<file path="config.mk">
export PLATFORM = sky130hd
export DESIGN_NAME = two_button_chord_qualifier
export DESIGN_NICKNAME = d
export VERILOG_FILES = /design/src/hdl/tcq_pkg.sv /design/src/hdl/two_button_chord_qualifier.sv
export SDC_FILE = /design/constraint.sdc
export NUM_CORES = 1
export LEC_CHECK = 0
export BUFFER_PORTS_ARGS = -buffer_cell sky130_fd_sc_hd__buf_2
export CAP_MARGIN = 25
export CORE_AREA = 2 2 246 248
export DETAILED_ROUTE_END_ITERATION = 12
export DIE_AREA = 0 0 248 250
export PLACE_DENSITY_LB_ADDON = 0.08
export SLEW_MARGIN = 10
export SYNTH_ARGS = -nofsm -noshare
export SYNTH_HDL_FRONTEND = slang
export SYNTH_SLANG_ARGS = --single-unit
</file>
<file path="constraint.sdc">
create_clock -name clk -period 8.3 [get_ports clk]
set_input_delay 1.245 -clock clk [delete_from_list [all_inputs] [get_ports clk]]
set_output_delay 1.245 -clock clk [all_outputs]
set_load 0.02 [all_outputs]
</file>
<file path="src/hdl/tcq_pkg.sv">
package tcq_pkg;

    typedef enum logic [2:0] {
        EV_NONE      = 3'd0,
        EV_BOTH      = 3'd1,
        EV_BOTH_LONG = 3'd2,
        EV_LONG_REL  = 3'd3,
        EV_NEXT      = 3'd4,
        EV_PREV      = 3'd5
    } event_t;

    typedef enum logic [1:0] {
        REG_DEBOUNCE   = 2'd0,
        REG_LONG_PRESS = 2'd1,
        REG_IDLE_LIMIT = 2'd2
    } cfg_reg_t;

    localparam int DEBOUNCE_W   = 16;
    localparam int LONG_PRESS_W = 20;
    localparam int IDLE_LIMIT_W = 32;
    localparam int STAMP_IN_W   = 32;
    localparam int CFG_DATA_W   = 32;
    localparam int CFG_INDEX_W  = 2;

endpackage

</file>
<file path="src/hdl/two_button_chord_qualifier.sv">
// Qualifies two active-low buttons, next and prev, from timestamped poll
// requests, and gives one result per request: a chord press, a long chord
// press, a release after a long press, or a debounced single press, along
// with the idle time since the last activity and an idle flag. A request with
// func set restarts the inactivity timer instead of sampling the buttons.
// Each request is registered on entry, evaluated combinationally against
// the button state, and the result is registered on the output, so one
// request is taken every clock cycle while the output is not stalled. The
// input register keeps taking requests while a result waits at the output,
// and the input stalls only when both registers are full. Timestamps are
// TIME_BITS wide and their differences wrap; an unused config index is
// ignored. The user must write the configuration registers through cfg_we,
// cfg_index and cfg_data only while no request is in flight (not enforced).
module two_button_chord_qualifier
    import tcq_pkg::*;
#(
    parameter int TIME_BITS = 32
) (
    input  logic                    clk,
    input  logic                    rst_n,

    input  logic                    cfg_we,
    input  logic [CFG_INDEX_W-1:0]  cfg_index,
    input  logic [CFG_DATA_W-1:0]   cfg_data,

    input  logic                    in_valid,
    output logic                    in_stall,
    input  logic                    func,
    input  logic                    next_level,
    input  logic                    prev_level,
    input  logic [STAMP_IN_W-1:0]   now_ms,

    output logic                    out_valid,
    input  logic                    out_stall,
    output logic [2:0]              event_res,
    output logic [31:0]             idle_ms,
    output logic                    idle
);

    localparam int CMP_W = (TIME_BITS > 32) ? TIME_BITS : 32;

    logic [DEBOUNCE_W-1:0]   debounce_reg;
    logic [LONG_PRESS_W-1:0] long_press_reg;
    logic [IDLE_LIMIT_W-1:0] idle_limit_reg;

    logic                  s1_valid_reg;
    logic                  s1_func_reg;
    logic                  s1_next_reg;
    logic                  s1_prev_reg;
    logic [STAMP_IN_W-1:0] s1_now_reg;

    logic                 next_held_reg, next_held_next;
    logic                 prev_held_reg, prev_held_next;
    logic                 chord_held_reg, chord_held_next;
    logic                 long_rep_reg, long_rep_next;
    logic [TIME_BITS-1:0] next_stamp_reg, next_stamp_next;
    logic [TIME_BITS-1:0] prev_stamp_reg, prev_stamp_next;
    logic [TIME_BITS-1:0] chord_stamp_reg, chord_stamp_next;
    logic [TIME_BITS-1:0] act_stamp_reg, act_stamp_next;

    logic        out_valid_reg;
    event_t      event_reg, event_next;
    logic [31:0] idle_ms_reg;
    logic        idle_reg;

    logic                 s1_adv;
    logic                 next_down, prev_down;
    logic [CMP_W-1:0]     now_cmp;
    logic [TIME_BITS-1:0] now_t;
    logic [CMP_W-1:0]     chord_el, next_el, prev_el, idle_cmp;

    assign s1_adv   = !out_valid_reg || !out_stall;
    assign in_stall = s1_valid_reg && !s1_adv;

    assign next_down = !s1_next_reg;
    assign prev_down = !s1_prev_reg;
    assign now_cmp   = CMP_W'(s1_now_reg);
    assign now_t     = now_cmp[TIME_BITS-1:0];

    assign chord_el = CMP_W'(TIME_BITS'(now_t - chord_stamp_reg));
    assign next_el  = CMP_W'(TIME_BITS'(now_t - next_stamp_reg));
    assign prev_el  = CMP_W'(TIME_BITS'(now_t - prev_stamp_reg));

    always_comb
    begin
        next_held_next   = next_held_reg;
        prev_held_next   = prev_held_reg;
        chord_held_next  = chord_held_reg;
        long_rep_next    = long_rep_reg;
        next_stamp_next  = next_stamp_reg;
        prev_stamp_next  = prev_stamp_reg;
        chord_stamp_next = chord_stamp_reg;
        act_stamp_next   = act_stamp_reg;
        event_next       = EV_NONE;

        if (s1_func_reg)
        begin
            act_stamp_next = now_t;
        end
        else if (next_down && prev_down)
        begin
            if (!chord_held_reg)
            begin
                chord_held_next  = 1'b1;
                chord_stamp_next = now_t;
                act_stamp_next   = now_t;
                long_rep_next    = 1'b0;
                event_next       = EV_BOTH;
            end
            else if (chord_el >= CMP_W'(long_press_reg) && !long_rep_reg)
            begin
                long_rep_next = 1'b1;
                event_next    = EV_BOTH_LONG;
            end
            next_held_next = 1'b1;
            prev_held_next = 1'b1;
        end
        else if (!next_down && !prev_down)
        begin
            if (chord_held_reg && long_rep_reg)
            begin
                event_next = EV_LONG_REL;
            end
            next_held_next  = 1'b0;
            prev_held_next  = 1'b0;
            chord_held_next = 1'b0;
            long_rep_next   = 1'b0;
        end
        else if (next_down)
        begin
            if (!next_held_reg && !chord_held_reg && next_el >= CMP_W'(debounce_reg))
            begin
                next_held_next  = 1'b1;
                next_stamp_next = now_t;
                act_stamp_next  = now_t;
                event_next      = EV_NEXT;
            end
            prev_held_next  = 1'b0;
            chord_held_next = 1'b0;
        end
        else
        begin
            if (!prev_held_reg && !chord_held_reg && prev_el >= CMP_W'(debounce_reg))
            begin
                prev_held_next  = 1'b1;
                prev_stamp_next = now_t;
                act_stamp_next  = now_t;
                event_next      = EV_PREV;
            end
            next_held_next  = 1'b0;
            chord_held_next = 1'b0;
        end
    end

    assign idle_cmp = CMP_W'(TIME_BITS'(now_t - act_stamp_next));

    always_ff @(posedge clk or negedge rst_n)
    begin
        if (!rst_n)
        begin
            debounce_reg    <= DEBOUNCE_W'(50);
            long_press_reg  <= LONG_PRESS_W'(5000);
            idle_limit_reg  <= IDLE_LIMIT_W'(60000);
            s1_valid_reg    <= 1'b0;
            out_valid_reg   <= 1'b0;
            next_held_reg   <= 1'b0;
            prev_held_reg   <= 1'b0;
            chord_held_reg  <= 1'b0;
            long_rep_reg    <= 1'b0;
            next_stamp_reg  <= '0;
            prev_stamp_reg  <= '0;
            chord_stamp_reg <= '0;
            act_stamp_reg   <= '0;
        end
        else
        begin
            if (cfg_we)
            begin
                unique case (cfg_index)
                    REG_DEBOUNCE:   debounce_reg   <= cfg_data[DEBOUNCE_W-1:0];
                    REG_LONG_PRESS: long_press_reg <= cfg_data[LONG_PRESS_W-1:0];
                    REG_IDLE_LIMIT: idle_limit_reg <= cfg_data[IDLE_LIMIT_W-1:0];
                    default:        ;
                endcase
            end

            if (s1_adv)
            begin
                out_valid_reg <= s1_valid_reg;
            end
            if (!in_stall)
            begin
                s1_valid_reg <= in_valid;
            end

            if (s1_adv && s1_valid_reg)
            begin
                next_held_reg   <= next_held_next;
                prev_held_reg   <= prev_held_next;
                chord_held_reg  <= chord_held_next;
                long_rep_reg    <= long_rep_next;
                next_stamp_reg  <= next_stamp_next;
                prev_stamp_reg  <= prev_stamp_next;
                chord_stamp_reg <= chord_stamp_next;
                act_stamp_reg   <= act_stamp_next;
            end
        end
    end

    always_ff @(posedge clk)
    begin
        if (in_valid && !in_stall)
        begin
            s1_func_reg <= func;
            s1_next_reg <= next_level;
            s1_prev_reg <= prev_level;
            s1_now_reg  <= now_ms;
        end
        if (s1_adv && s1_valid_reg)
        begin
            event_reg   <= event_next;
            idle_ms_reg <= idle_cmp[31:0];
            idle_reg    <= (idle_cmp >= CMP_W'(idle_limit_reg));
        end
    end

    assign out_valid = out_valid_reg;
    assign event_res = event_reg;
    assign idle_ms   = idle_ms_reg;
    assign idle      = idle_reg;

`ifndef NO_ASSERTIONS
    a_chord_implies_both_held: assert property (
        @(posedge clk) disable iff (!rst_n)
        chord_held_reg |-> (next_held_reg && prev_held_reg)
    ) else $error("chord held without both buttons held");

    a_long_event_sets_flag: assert property (
        @(posedge clk) disable iff (!rst_n)
        (s1_adv && s1_valid_reg && event_next == EV_BOTH_LONG)
            |=> (long_rep_reg && chord_held_reg && out_valid_reg)
    ) else $error("long press reported without long flag set");

    a_restart_zero_idle: assert property (
        @(posedge clk) disable iff (!rst_n)
        (s1_adv && s1_valid_reg && s1_func_reg)
            |=> (idle_ms_reg == 32'd0 && event_reg == EV_NONE)
    ) else $error("timer restart gave nonzero idle time or an event");

    a_no_overwrite: assert property (
        @(posedge clk) disable iff (!rst_n)
        (out_valid_reg && out_stall) |=> (out_valid_reg && $stable(idle_ms_reg))
    ) else $error("stalled result changed");
`endif

endmodule

</file>
==> summary.md, run 1 <==
| Metric | Value |
|---|---|
| First-pass GRT wire length | `89,100 µm` |
| Final setup fails | `1` |
| Worst path most repeated cell | `nor2b_1` |
| Synth Area in Simple Gates | `12.3%` |
| Row count | `90` |
| Vias in the first global route | `16,251` |
| Max-slew violations | `0` |
| Die H | `250 µm` |
| Post-synthesis xor/xnor area fraction | `3.83%` |
| R2R cell count | `45` |
| Flop and latch count out of synthesis | `273` |
| Clock sink count | `273` |
| Dpl ws | `-1040 ps` |
| Complex-gate fraction of the synthesized area | `16.6%` |
| Max Buffers Root-to-Sink | `3` |
| Levels on crit path | `45` |
| Worst Path Buf+Inv | `5` |
| CP top delay family | `compound AO/OA/AOI/OAI gates` |
| Initial antenna violation count | `0` |
| Critical Path RT | `8590 ps` |
| Largest net degree at the start of global routing | `90` |
| Setup Crit Path Kind | `flop to flop` |
| Net Sw Frac | `38.1%` |
| Critical Path End Type | `flop` |
| Core Box Area | `59,600 µm²` |
| Status | `finished, violations left` |
| I/O pin count | `112` |
| Critical Path Start | `now_cmp[1]$_DFFE_PP_` |
| Most common cell in the netlist | `ha_1` |
| Logic pwr share | `56.5%` |
| Max Freq | `114 MHz` |
| Top post-synthesis cells by area | `dfrtp_1 24%, ha_1 14%, edfxtp_1 11%` |
| Average size of a mapped cell | `9.76 µm²` |
| Worst setup path endpoint | `idle$_DFFE_PP_` |
| Main combinational cell family by area after synthesis | `compound AO/OA/AOI/OAI gates` |
| Post-synthesis instance total | `1,992` |
| Cell chosen for the clock root | `clkbuf_16` |
| DP Area | `23,300 µm²` |
| GRT Overall Usage | `18.3%` |
| Main flop type after synthesis | `dfrtp_1` |
| Mapped Nets | `2,282` |
| Pwr dens | `340 nW/µm²` |
| Total number of yosys warnings | `0` |
| Area growth from synthesis to final layout | `28.6%` |
| Sequential area share after synthesis | `37.1%` |
| Worst VDD drop | `0.162 mV` |
| R2R setup slack | `-430 ps` |
| Crit-path max FO | `5` |
| Worst setup SP type | `flop` |
| Max cap viols | `0` |
| Util after Layout | `42.0%` |
| Netlist cell types | `84` |
| Clk slew on worst S/H paths | `60 ps` |
| Cts bufs inserted | `37` |
| DR iter-0 viols | `622` |
| Share of power burned in registers | `23.0%` |
| Yosys top cell by area | `dfrtp_1` |
| Die width | `248 µm` |
| Port bufs | `111` |
| Worst Setup Slack, final | `-434 ps` |
| WHS Path Cells | `1` |
| Worst Tran Pin Value | `966 ps` |
| Worst-skew pair later-pin latency | `550 ps` |
| Fraction of layout cells with a size suffix above 1 | `30.7%` |
| TritonRoute pass-1 iters | `6` |
| # H-tree levels | `2` |
| Hpwl dp | `44,200 µm` |
| Top post-synthesis cells by count | `212 x ha_1, 190 x inv_1, 187 x dfrtp_1, 155 x nand2_1, 137 x a21oi_1` |
| Final ANT Viol Nets | `0` |
| Grt ovf | `0` |
| Fraction of registers with async set or reset after synthesis | `74.0%` |
| Hold Path Class | `flop to flop` |
| Failing checks | `setup timing` |
| Post-synth EDFFs | `71` |
| Final hold violation count | `0` |
| CTS tree | `done` |
| Synth Area in Adders | `14.1%` |
| Design Area, Final | `25,000 µm²` |
| Max incr delay on CP | `560 ps` |
| RePlAce Congestion | `0.887` |
| Overall die area | `62,000 µm²` |
| Yosys top cell area share | `24.1%` |
| Nets | `2,723` |
| Clock power frac | `20.5%` |
| WL per Instance | `17.3 µm` |
| Fin crit share | `105%` |
| Int Pwr | `5260 µW` |
| Reg-to-Reg Start | `now_cmp[1]$_DFFE_PP_` |
| Starting Density | `32.6%` |
| Post-Syn Area | `19,400 µm²` |
| WP data arrival | `9030 ps` |
| Final WL | `56,100 µm` |
| Switching power | `3250 µW` |
| Slew HR | `34.7%` |
| Routed vias | `15,933` |
| Residual DRC | `0` |
| Final min period | `8730 ps` |
| Drt via density | `4.91` |
| RSZ-0062 raised after global routing | `true` |
| Clk_skew | `25.6 ps` |
| CP max stage cell | `or4b_4` |
| Leakage | `0.0115 µW` |
| Reg2reg end | `idle$_DFFE_PP_` |
| Hold buffers post-CTS | `0` |
| Post-synthesis mux area share | `11.2%` |
[kinds of logic (layout without fill, tap and decap cells)]
family	count (synthesis)	after routing
compound gates	499	499
xor+xnor	85	85
fa+ha+maj	216	216
buf+inv	249	718
flops	273	273
mux	187	187
other cells	0	1
simple gates	483	483
[repair_timing]
action / in CTS / in global routing
pin swaps: 41 / 18
gates resized for setup: 42 / 14
buffers inserted: 14 / 3
endpoints found under the setup margin: 1 / 8
cloned: 1 / 0
endpoints found under the hold margin: 0 / 0
[per-layer routing]
layer  up-vias  share of wire, %  global-route usage (%)
met5         -                 0                       0
met4         0               2.5                    5.15
met3        89               3.3                    2.41
met2       231                45                    29.1
met1      7547                50                    25.8
li1       8066                 -                       -
[final cells by class]
type | count | area, µm²
Clock inverter | 15 | 238
Clock buffer | 52 | 1090
Multi-Input combinational cell | 1470 | 11500
Timing Repair Buffer | 461 | 3240
Inverter | 190 | 713
Sequential cell | 273 | 7210
Antenna cell | 1 | 2.50
Fill cell | 5862 | 34600
Tap cell | 782 | 978
[through the flow]
| step | setup TNS, ps | power [µW] | hold WS [ps] | instances |
|---|---|---|---|---|
| floorplan | 0 | 4920 | 449 | 1992 |
| global placement | -955 | 6630 | 460 | 3159 |
| detailed placement | -1040 | 6660 | 482 | 3159 |
| CTS | -536 | 8600 | 496 | 3240 |
| global route | -1020 | 9260 | 514 | 3243 |
| finish | -434 | 8510 | 492 | 3244 |
[power by group through the flow]
stage | logic [µW] | registers (µW) | clock network, µW
final | 4810 | 1960 | 1740
after global routing | 5380 | 2010 | 1870
after CTS | 4820 | 1960 | 1810
after detailed placement | 4680 | 1980 | 0
after global placement | 4660 | 1970 | 0
after floorplan | 2920 | 2000 | 0
[worst min path at each step]
| stage | slack [ps] | endpoint | start |
|---|---|---|---|
| 3_5_place_dp | 480 | out_valid$_DFFE_PN0N_ | s1_valid_reg$_DFFE_PN0N_ |
| 2_1_floorplan | 450 | out_valid$_DFFE_PN0N_ | s1_valid_reg$_DFFE_PN0N_ |
| 4_1_cts | 500 | out_valid$_DFFE_PN0N_ | s1_valid_reg$_DFFE_PN0N_ |
| 6_report | 490 | out_valid$_DFFE_PN0N_ | s1_valid_reg$_DFFE_PN0N_ |
| 3_3_place_gp | 460 | out_valid$_DFFE_PN0N_ | s1_valid_reg$_DFFE_PN0N_ |
| 5_1_grt | 510 | next_stamp_reg[9]$_DFFE_PN0P_ | next_stamp_reg[9]$_DFFE_PN0P_ |
[cell usage in the layout (no fill, tap or decap), drive strengths merged, types with 35 or more instances in the layout]
master,n
mux2,149
mux2i,38
ha,212
clkbuf,53
inv,190
dfrtp,187
a21o,52
nand3,35
nand2b,40
a21oi,137
nand2,155
xnor2,60
nor2,95
o21ai,136
nor2b,35
edfxtp,71
buf,460
Note: power is estimated with default switching activity, not from simulation.
==> run 2: changes to the inputs <==
--- a/config.mk
+++ b/config.mk
@@ -5,11 +5,12 @@
 export SDC_FILE = /design/constraint.sdc
 export NUM_CORES = 1
 export LEC_CHECK = 0
+export ABC_AREA = 1
 export BUFFER_PORTS_ARGS = -buffer_cell sky130_fd_sc_hd__buf_2
 export CAP_MARGIN = 25
-export CORE_AREA = 2 2 246 248
+export CORE_AREA = 2 2 258 260
 export DETAILED_ROUTE_END_ITERATION = 12
-export DIE_AREA = 0 0 248 250
+export DIE_AREA = 0 0 260 262
 export PLACE_DENSITY_LB_ADDON = 0.08
 export SLEW_MARGIN = 10
 export SYNTH_ARGS = -nofsm -noshare
==> run 2 against run 1 <==
Effect of this change: the flow now finishes without violations; sequential power is essentially flat; first-iteration DRC count increased by 140%; final cell count is 26% higher; worst setup slack improved by 1100 ps; synthesized cell count increased by 54%; critical endpoint unchanged; highest routed layer unchanged.
==> summary.md, run 2 <==
| Metric | Value |
|---|---|
| Post-synth EDFFs | `71 (unchanged)` |
| CTS tree | `done (unchanged)` |
| Clk slew on worst S/H paths | `60 ps (about the same)` |
| Post-synthesis mux area share | `0% (was 11.2%)` |
| Worst Setup Slack, final | `684 ps (was -434 ps)` |
| TritonRoute pass-1 iters | `5 (was 6)` |
| Area growth from synthesis to final layout | `14.9% (was 28.6%)` |
| Post-synthesis xor/xnor area fraction | `3.62% (was 3.83%)` |
| Starting Density | `32.7% (was 32.6%)` |
| Leakage | `0.0128 µW (was 0.0115 µW)` |
| Drt via density | `4.95 (was 4.91)` |
| Critical Path Start | `now_cmp[0]$_DFFE_PP_ (was now_cmp[1]$_DFFE_PP_)` |
| Top post-synthesis cells by area | `dfrtp_1 22%, nand2_1 17%, ha_1 12% (was dfrtp_1 24%, ha_1 14%, edfxtp_1 11%)` |
| Hold Path Class | `flop to flop (unchanged)` |
| Total number of yosys warnings | `0 (unchanged)` |
| Critical Path RT | `8730 ps (was 8590 ps)` |
| Final min period | `7620 ps (was 8730 ps)` |
| GRT Overall Usage | `24.0% (was 18.3%)` |
| Final ANT Viol Nets | `0 (unchanged)` |
| Reg-to-Reg Start | `now_cmp[0]$_DFFE_PP_ (was now_cmp[1]$_DFFE_PP_)` |
| Yosys top cell area share | `21.9% (was 24.1%)` |
| Hold buffers post-CTS | `0 (unchanged)` |
| Pwr dens | `354 nW/µm² (was 340 nW/µm²)` |
| Hpwl dp | `65,100 µm (was 44,200 µm)` |
| Max Buffers Root-to-Sink | `3 (unchanged)` |
| Clock sink count | `273 (unchanged)` |
| Hold path startpoint | `idle_limit_reg[8]$_DFFE_PN0P_ (was s1_valid_reg$_DFFE_PN0N_)` |
| Post-Syn Area | `21,300 µm² (was 19,400 µm²)` |
| Max-slew violations | `0 (unchanged)` |
| Top post-synthesis cells by count | `947 x nand2_1, 547 x inv_1, 218 x o21ai_0, 212 x ha_1, 206 x a21oi_1 (was 212 x ha_1, 190 x inv_1, 187 x dfrtp_1, 155 x nand2_1, 137 x a21oi_1)` |
| Final setup fails | `0 (was 1)` |
| GRT met3 Usage | `2.99% (was 2.41%)` |
| Vias in the first global route | `19,511 (was 16,251)` |
| Most frequent cells in the layout | `947 x nand2_1, 546 x inv_1, 217 x o21ai_0 (was 345 x buf_4, 206 x ha_1, 188 x inv_1)` |
| DR iter-0 viols | `1,511 (was 622)` |
| Complex-gate fraction of the synthesized area | `13.5% (was 16.6%)` |
| GRT met2 Usage | `37.4% (was 29.1%)` |
| Main flop type after synthesis | `dfrtp_1 (unchanged)` |
| Mapped Nets | `3,355 (was 2,282)` |
| Synth Area in Simple Gates | `25.3% (was 12.3%)` |
| Cell chosen for the clock root | `clkbuf_16 (unchanged)` |
| Power Total | `8660 µW (was 8510 µW)` |
| Worst setup SP type | `flop (unchanged)` |
| Fraction of registers with async set or reset after synthesis | `74.0% (unchanged)` |
| Dpl ws | `370 ps (was -1040 ps)` |
| Routed vias | `20,287 (was 15,933)` |
| Most common cell in the netlist | `nand2_1 (was ha_1)` |
| Crit-path max FO | `7 (was 5)` |
| Nets | `3,497 (was 2,723)` |
| Worst VDD drop | `0.172 mV (was 0.162 mV)` |
| Status | `completed (was finished, violations left)` |
| Main combinational cell family by area after synthesis | `simple AND/OR/NAND/NOR gates (was compound AO/OA/AOI/OAI gates)` |
| Max Freq | `131 MHz (was 114 MHz)` |
| Final WL | `81,700 µm (was 56,100 µm)` |
| RSZ-0062 raised after global routing | `false (was true)` |
| Critical Path End Type | `flop (unchanged)` |
| Average size of a mapped cell | `6.96 µm² (was 9.76 µm²)` |
| CP max stage cell | `edfxtp_1 (was or4b_4)` |
| Port bufs | `111 (unchanged)` |
| Worst path most repeated cell | `nand2_1 (was nor2b_1)` |
| Die H | `262 µm (was 250 µm)` |
| Max incr delay on CP | `470 ps (was 560 ps)` |
| Sequential area share after synthesis | `33.8% (was 37.1%)` |
| Slew HR | `29.8% (was 34.7%)` |
| I/O pin count | `112 (unchanged)` |
| Fraction of layout cells with a size suffix above 1 | `9.09% (was 30.7%)` |
| Flop and latch count out of synthesis | `273 (unchanged)` |
| First-pass GRT wire length | `122,000 µm (was 89,100 µm)` |
| Die width | `260 µm (was 248 µm)` |
| Initial antenna violation count | `3 (was 0)` |
| Post-synthesis instance total | `3,065 (was 1,992)` |
| Max cap viols | `0 (unchanged)` |
| GRT busiest layer | `met2 (unchanged)` |
| Overall die area | `68,100 µm² (was 62,000 µm²)` |
| Fillers | `6,983 (was 5,862)` |
| Clk_skew | `30.5 ps (was 25.6 ps)` |
| Cts bufs inserted | `38 (was 37)` |
| Setup TNS | `0 ps (was -434 ps)` |
| WP data arrival | `8040 ps (was 9030 ps)` |
| Netlist cell types | `48 (was 84)` |
| Grt ovf | `0 (unchanged)` |
| RePlAce Congestion | `0.942 (was 0.887)` |
| Core Box Area | `65,300 µm² (was 59,600 µm²)` |
| # H-tree levels | `2 (unchanged)` |
| Residual DRC | `0 (unchanged)` |
| Largest net degree at the start of global routing | `113 (was 90)` |
| Most common cell after layout, fill and taps aside | `nand2_1 (was buf_4)` |
| Synth Area in Adders | `12.8% (was 14.1%)` |
| Fin crit share | `91.8% (was 105%)` |
| Row count | `94 (was 90)` |
| WL per Instance | `19.9 µm (was 17.3 µm)` |
| Met1 Use GR | `35.2% (was 25.8%)` |
| Worst-skew pair later-pin latency | `570 ps (was 550 ps)` |
| Yosys top cell by area | `dfrtp_1 (unchanged)` |
| Worst Tran Pin Value | `1050 ps (was 966 ps)` |
| Final hold violation count | `0 (unchanged)` |
| Setup Crit Path Kind | `flop to flop (unchanged)` |
[run 2: power by group]
part,internal (µW),switching [µW]
clock,1080,662
sequential,1810,186
combinational,1690,3230
[run 2: cells by family (layout without fill, tap and decap cells)]
family / count (synthesis) / in the layout
AOI/OAI and AO/OA: 542 / 542
xor gates and xnor gates: 88 / 88
adders and majority gates: 216 / 216
and+or+nand+nor: 1335 / 1335
buffers and inverters: 611 / 781
other: 0 / 1
DFF: 273 / 273
[run 2: worst paths after layout]
path	to	slack, ps	depth (start not counted)
worst max-delay path	idle$_DFFE_PP_	680	48
worst min-delay path	idle_limit_reg[8]$_DFFE_PN0P_	480	2
worst max register to register	idle$_DFFE_PP_	680	48
worst min register to register	idle_limit_reg[8]$_DFFE_PN0P_	480	2
max in group asynchronous	chord_stamp_reg[10]$_DFFE_PN0P_	6210	2
min in group asynchronous	idle_limit_reg[23]$_DFFE_PN0P_	710	1
[run 2: cell type report]
type	count	area, µm²	area share (%)
Antenna cell	1	2.50	0.0102
Clock buffer	50	1020	4.15
Clock inverter	18	294	1.20
Inverter	550	2060	8.43
Multi-Input combinational cell	2181	11800	48.4
Sequential cell	273	7210	29.4
Tap cell	864	1080	4.41
Timing Repair Buffer	163	983	4.02
[run 2: repair_timing]
| item | in CTS | in global routing |
|---|---|---|
| setup buffers | 0 | 0 |
| resized for setup | 0 | 10 |
| setup endpoints to repair | 0 | 1 |
| hold endpoints to repair | 0 | 0 |
[run 2: per-layer routing]
layer | part of all wire (%) | wire length, µm
met1 | 49 | 39700
met2 | 43 | 35400
met3 | 6.0 | 4940
met4 | 2.0 | 1630
met5 | 0 | 0
[run 2: through the flow]
stage / instance area, µm² / hold slack [ps] / cells / util, %
after floorplan: 21300 / 434 / 3065 / -
after global placement: 23100 / 463 / 4028 / 35.4
after detailed placement: 23100 / 466 / 4030 / 35.4
after CTS: 24400 / 482 / 4098 / 37.5
after global routing: 24500 / 500 / 4099 / 37.5
final: 24500 / 484 / 4100 / 37.5
[run 2: critical path, delay by kind of cell (launching register included)]
family	cells	cell delay [ps]
simple gates	29	3050
fa+ha+maj	6	1810
compound gates	9	1470
flops	1	470
buf+inv	3	430
xor+xnor	1	230
==> run 3: changes to the inputs <==
--- a/config.mk
+++ b/config.mk
@@ -8,9 +8,9 @@
 export ABC_AREA = 1
 export BUFFER_PORTS_ARGS = -buffer_cell sky130_fd_sc_hd__buf_2
 export CAP_MARGIN = 25
-export CORE_AREA = 2 2 258 260
+export CORE_AREA = 2 2 363 185
 export DETAILED_ROUTE_END_ITERATION = 12
-export DIE_AREA = 0 0 260 262
+export DIE_AREA = 0 0 365 187
 export PLACE_DENSITY_LB_ADDON = 0.08
 export SLEW_MARGIN = 10
 export SYNTH_ARGS = -nofsm -noshare
==> run 3 against run 2 <==
Effect of this change: die area rose by 0.20%; sequential power barely moved; routed wire length fell by 1.2%; critical endpoint unchanged; worst setup slack got worse by 6.5 ps; clock skew fell by 3.9 ps; highest routed layer unchanged; global-route usage fell by 0.21 points; utilization fell by 0.51 points; largest power group unchanged; sequential share of layout area rose by 0.21 points.
==> summary.md, run 3 (synthesis results as in run 2) <==
| Metric | Value |
|---|---|
| Core Box Area | `65,700 µm² (was 65,300 µm²)` |
| Setup TNS | `0 ps (unchanged)` |
| Slew HR | `37.1% (was 29.8%)` |
| Util after Layout | `37.0% (was 37.5%)` |
| Die H | `187 µm (was 262 µm)` |
| Critical Path RT | `8670 ps (was 8730 ps)` |
| Setup Crit Path Kind | `flop to flop (unchanged)` |
| Cell chosen for the clock root | `clkbuf_16 (unchanged)` |
| Clock sink count | `273 (unchanged)` |
| I/O pin count | `112 (unchanged)` |
| Worst-skew pair later-pin latency | `630 ps (was 570 ps)` |
| DR iter-0 viols | `1,777 (was 1,511)` |
| First-pass GRT wire length | `122,000 µm (about the same)` |
| RSZ-0062 raised after global routing | `false (unchanged)` |
| Critical Path End Type | `flop (unchanged)` |
| Grt ovf | `0 (unchanged)` |
| Max incr delay on CP | `490 ps (was 470 ps)` |
| Nets | `3,498 (was 3,497)` |
| # diodes | `0 (was 1)` |
| Hold buffers post-CTS | `0 (unchanged)` |
| Hold Path Class | `flop to flop (unchanged)` |
| Max cap viols | `0 (unchanged)` |
| Cts bufs inserted | `29 (was 38)` |
| Leakage | `0.0127 µW (was 0.0128 µW)` |
| Hpwl dp | `65,500 µm (was 65,100 µm)` |
| CTS tree | `done (unchanged)` |
| Die width | `365 µm (was 260 µm)` |
| Final hold violation count | `0 (unchanged)` |
| Worst VDD drop | `0.184 mV (was 0.172 mV)` |
| WL per Instance | `19.6 µm (was 19.9 µm)` |
| Final setup fails | `0 (unchanged)` |
| Largest net degree at the start of global routing | `130 (was 113)` |
| Drt via density | `4.89 (was 4.95)` |
| Most common cell after layout, fill and taps aside | `nand2_1 (unchanged)` |
| Max-slew violations | `0 (unchanged)` |
| GRT Overall Usage | `23.8% (was 24.0%)` |
| Clk_skew | `26.6 ps (was 30.5 ps)` |
| Worst Tran Pin Value | `942 ps (was 1050 ps)` |
| Area growth from synthesis to final layout | `14.1% (was 14.9%)` |
| Port bufs | `111 (unchanged)` |
| Worst setup SP type | `flop (unchanged)` |
| Max Freq | `131 MHz (about the same)` |
| Max Buffers Root-to-Sink | `3 (unchanged)` |
| Routed vias | `20,191 (was 20,287)` |
| Worst path most repeated cell | `nand2_1 (unchanged)` |
| Fin crit share | `91.8% (about the same)` |
| CP max stage cell | `o21ai_0 (was edfxtp_1)` |
| Status | `completed (unchanged)` |
| Crit-path max FO | `9 (was 7)` |
| Fraction of layout cells with a size suffix above 1 | `9.25% (was 9.09%)` |
| Vias in the first global route | `19,321 (was 19,511)` |
| TritonRoute pass-1 iters | `7 (was 5)` |
| Hold slack | `480 ps (was 484 ps)` |
| Clk slew on worst S/H paths | `60 ps (about the same)` |
| Row count | `67 (was 94)` |
| Fillers | `7,134 (was 6,983)` |
| Final ANT Viol Nets | `0 (unchanged)` |
| Most frequent cells in the layout | `946 x nand2_1, 545 x inv_1, 216 x o21ai_0 (was 947 x nand2_1, 546 x inv_1, 217 x o21ai_0)` |
| Pwr dens | `346 nW/µm² (was 354 nW/µm²)` |
| Design Area, Final | `24,300 µm² (was 24,500 µm²)` |
| WP data arrival | `7990 ps (was 8040 ps)` |
| RePlAce Congestion | `0.945 (was 0.942)` |
| Starting Density | `32.4% (was 32.7%)` |
| Final WL | `80,700 µm (was 81,700 µm)` |
| Residual DRC | `0 (unchanged)` |
| Final min period | `7620 ps (about the same)` |
| DP Area | `23,300 µm² (was 23,100 µm²)` |
| Initial antenna violation count | `5 (was 3)` |
| # H-tree levels | `1 (was 2)` |
| Overall die area | `68,300 µm² (was 68,100 µm²)` |
[run 3: cell count changes in the layout (fill, tap and decap cells not counted), sizes merged]
cell,previous run,this run
buf,163,173
bufinv,7,3
clkbuf,50,43
clkinv,8,3
clkinvlp,4,2
diode,1,0
inv,549,553
[run 3: metal layers]
layer / global-route usage [%] / vias to the layer above / wire (µm)
met5: 0 / - / 0
met4: 3.34 / 0 / 1120
met3: 4.62 / 63 / 5830
met2: 31.0 / 527 / 29600
met1: 39.6 / 9546 / 44200
li1: - / 10055 / -
[run 3: area by class of cell]
type / count / area, µm² / area share, %
Multi-Input combinational cell: 2181 / 11900 / 48.8
Sequential cell: 273 / 7210 / 29.6
Inverter: 550 / 2060 / 8.49
Tap cell: 897 / 1120 / 4.62
Timing Repair Buffer: 173 / 1070 / 4.40
Clock buffer: 43 / 828 / 3.41
Clock inverter: 11 / 158 / 0.648
[run 3: what timing repair did]
| action | CTS | global route |
|---|---|---|
| buffers inserted | 0 | 1 |
| setup endpoints to repair | 0 | 1 |
| endpoints found under the hold margin | 0 | 0 |
| resized for setup | 0 | 19 |
[run 3: where the power goes]
group / internal (µW) / total [µW] / leakage, µW / switching [µW]
clock network: 789 / 1420 / 0.000477 / 632
logic: 1730 / 5020 / 0.00912 / 3290
registers: 1800 / 1980 / 0.00314 / 178
total: 4320 / 8420 / 0.0127 / 4100
[run 3: critical path: cells and delay by family, from the launching register on]
family | cells | cell delay (ps)
AO/OA/AOI/OAI | 10 | 1910
adder cells (fa/ha/maj) | 5 | 1630
XOR/XNOR | 2 | 590
AND/OR/NAND/NOR | 23 | 2460
flip-flops | 1 | 420
buffers and inverters | 3 | 340
[run 3: worst paths after layout]
kind,from,to,slack [ps],cells past startpoint
worst max-delay path,now_cmp[10]$_DFFE_PP_,idle$_DFFE_PP_,680,43
worst min-delay path,act_stamp_reg[6]$_DFFE_PN0P_,act_stamp_reg[6]$_DFFE_PN0P_,480,2
worst max register to register,now_cmp[10]$_DFFE_PP_,idle$_DFFE_PP_,680,43
worst min register to register,act_stamp_reg[6]$_DFFE_PN0P_,act_stamp_reg[6]$_DFFE_PN0P_,480,2
max in group asynchronous,rst_n,debounce_reg[11]$_DFFE_PN0P_,6440,2
min in group asynchronous,rst_n,next_stamp_reg[18]$_DFFE_PN0P_,580,1
[run 3: stage by stage]
stage,power [µW],instances,setup WS [ps]
floorplan,5440,3065,1660
global placement,6960,4070,228
detailed placement,6960,4073,291
CTS,8430,4127,221
global route,9260,4128,0.906
finish,8420,4128,677
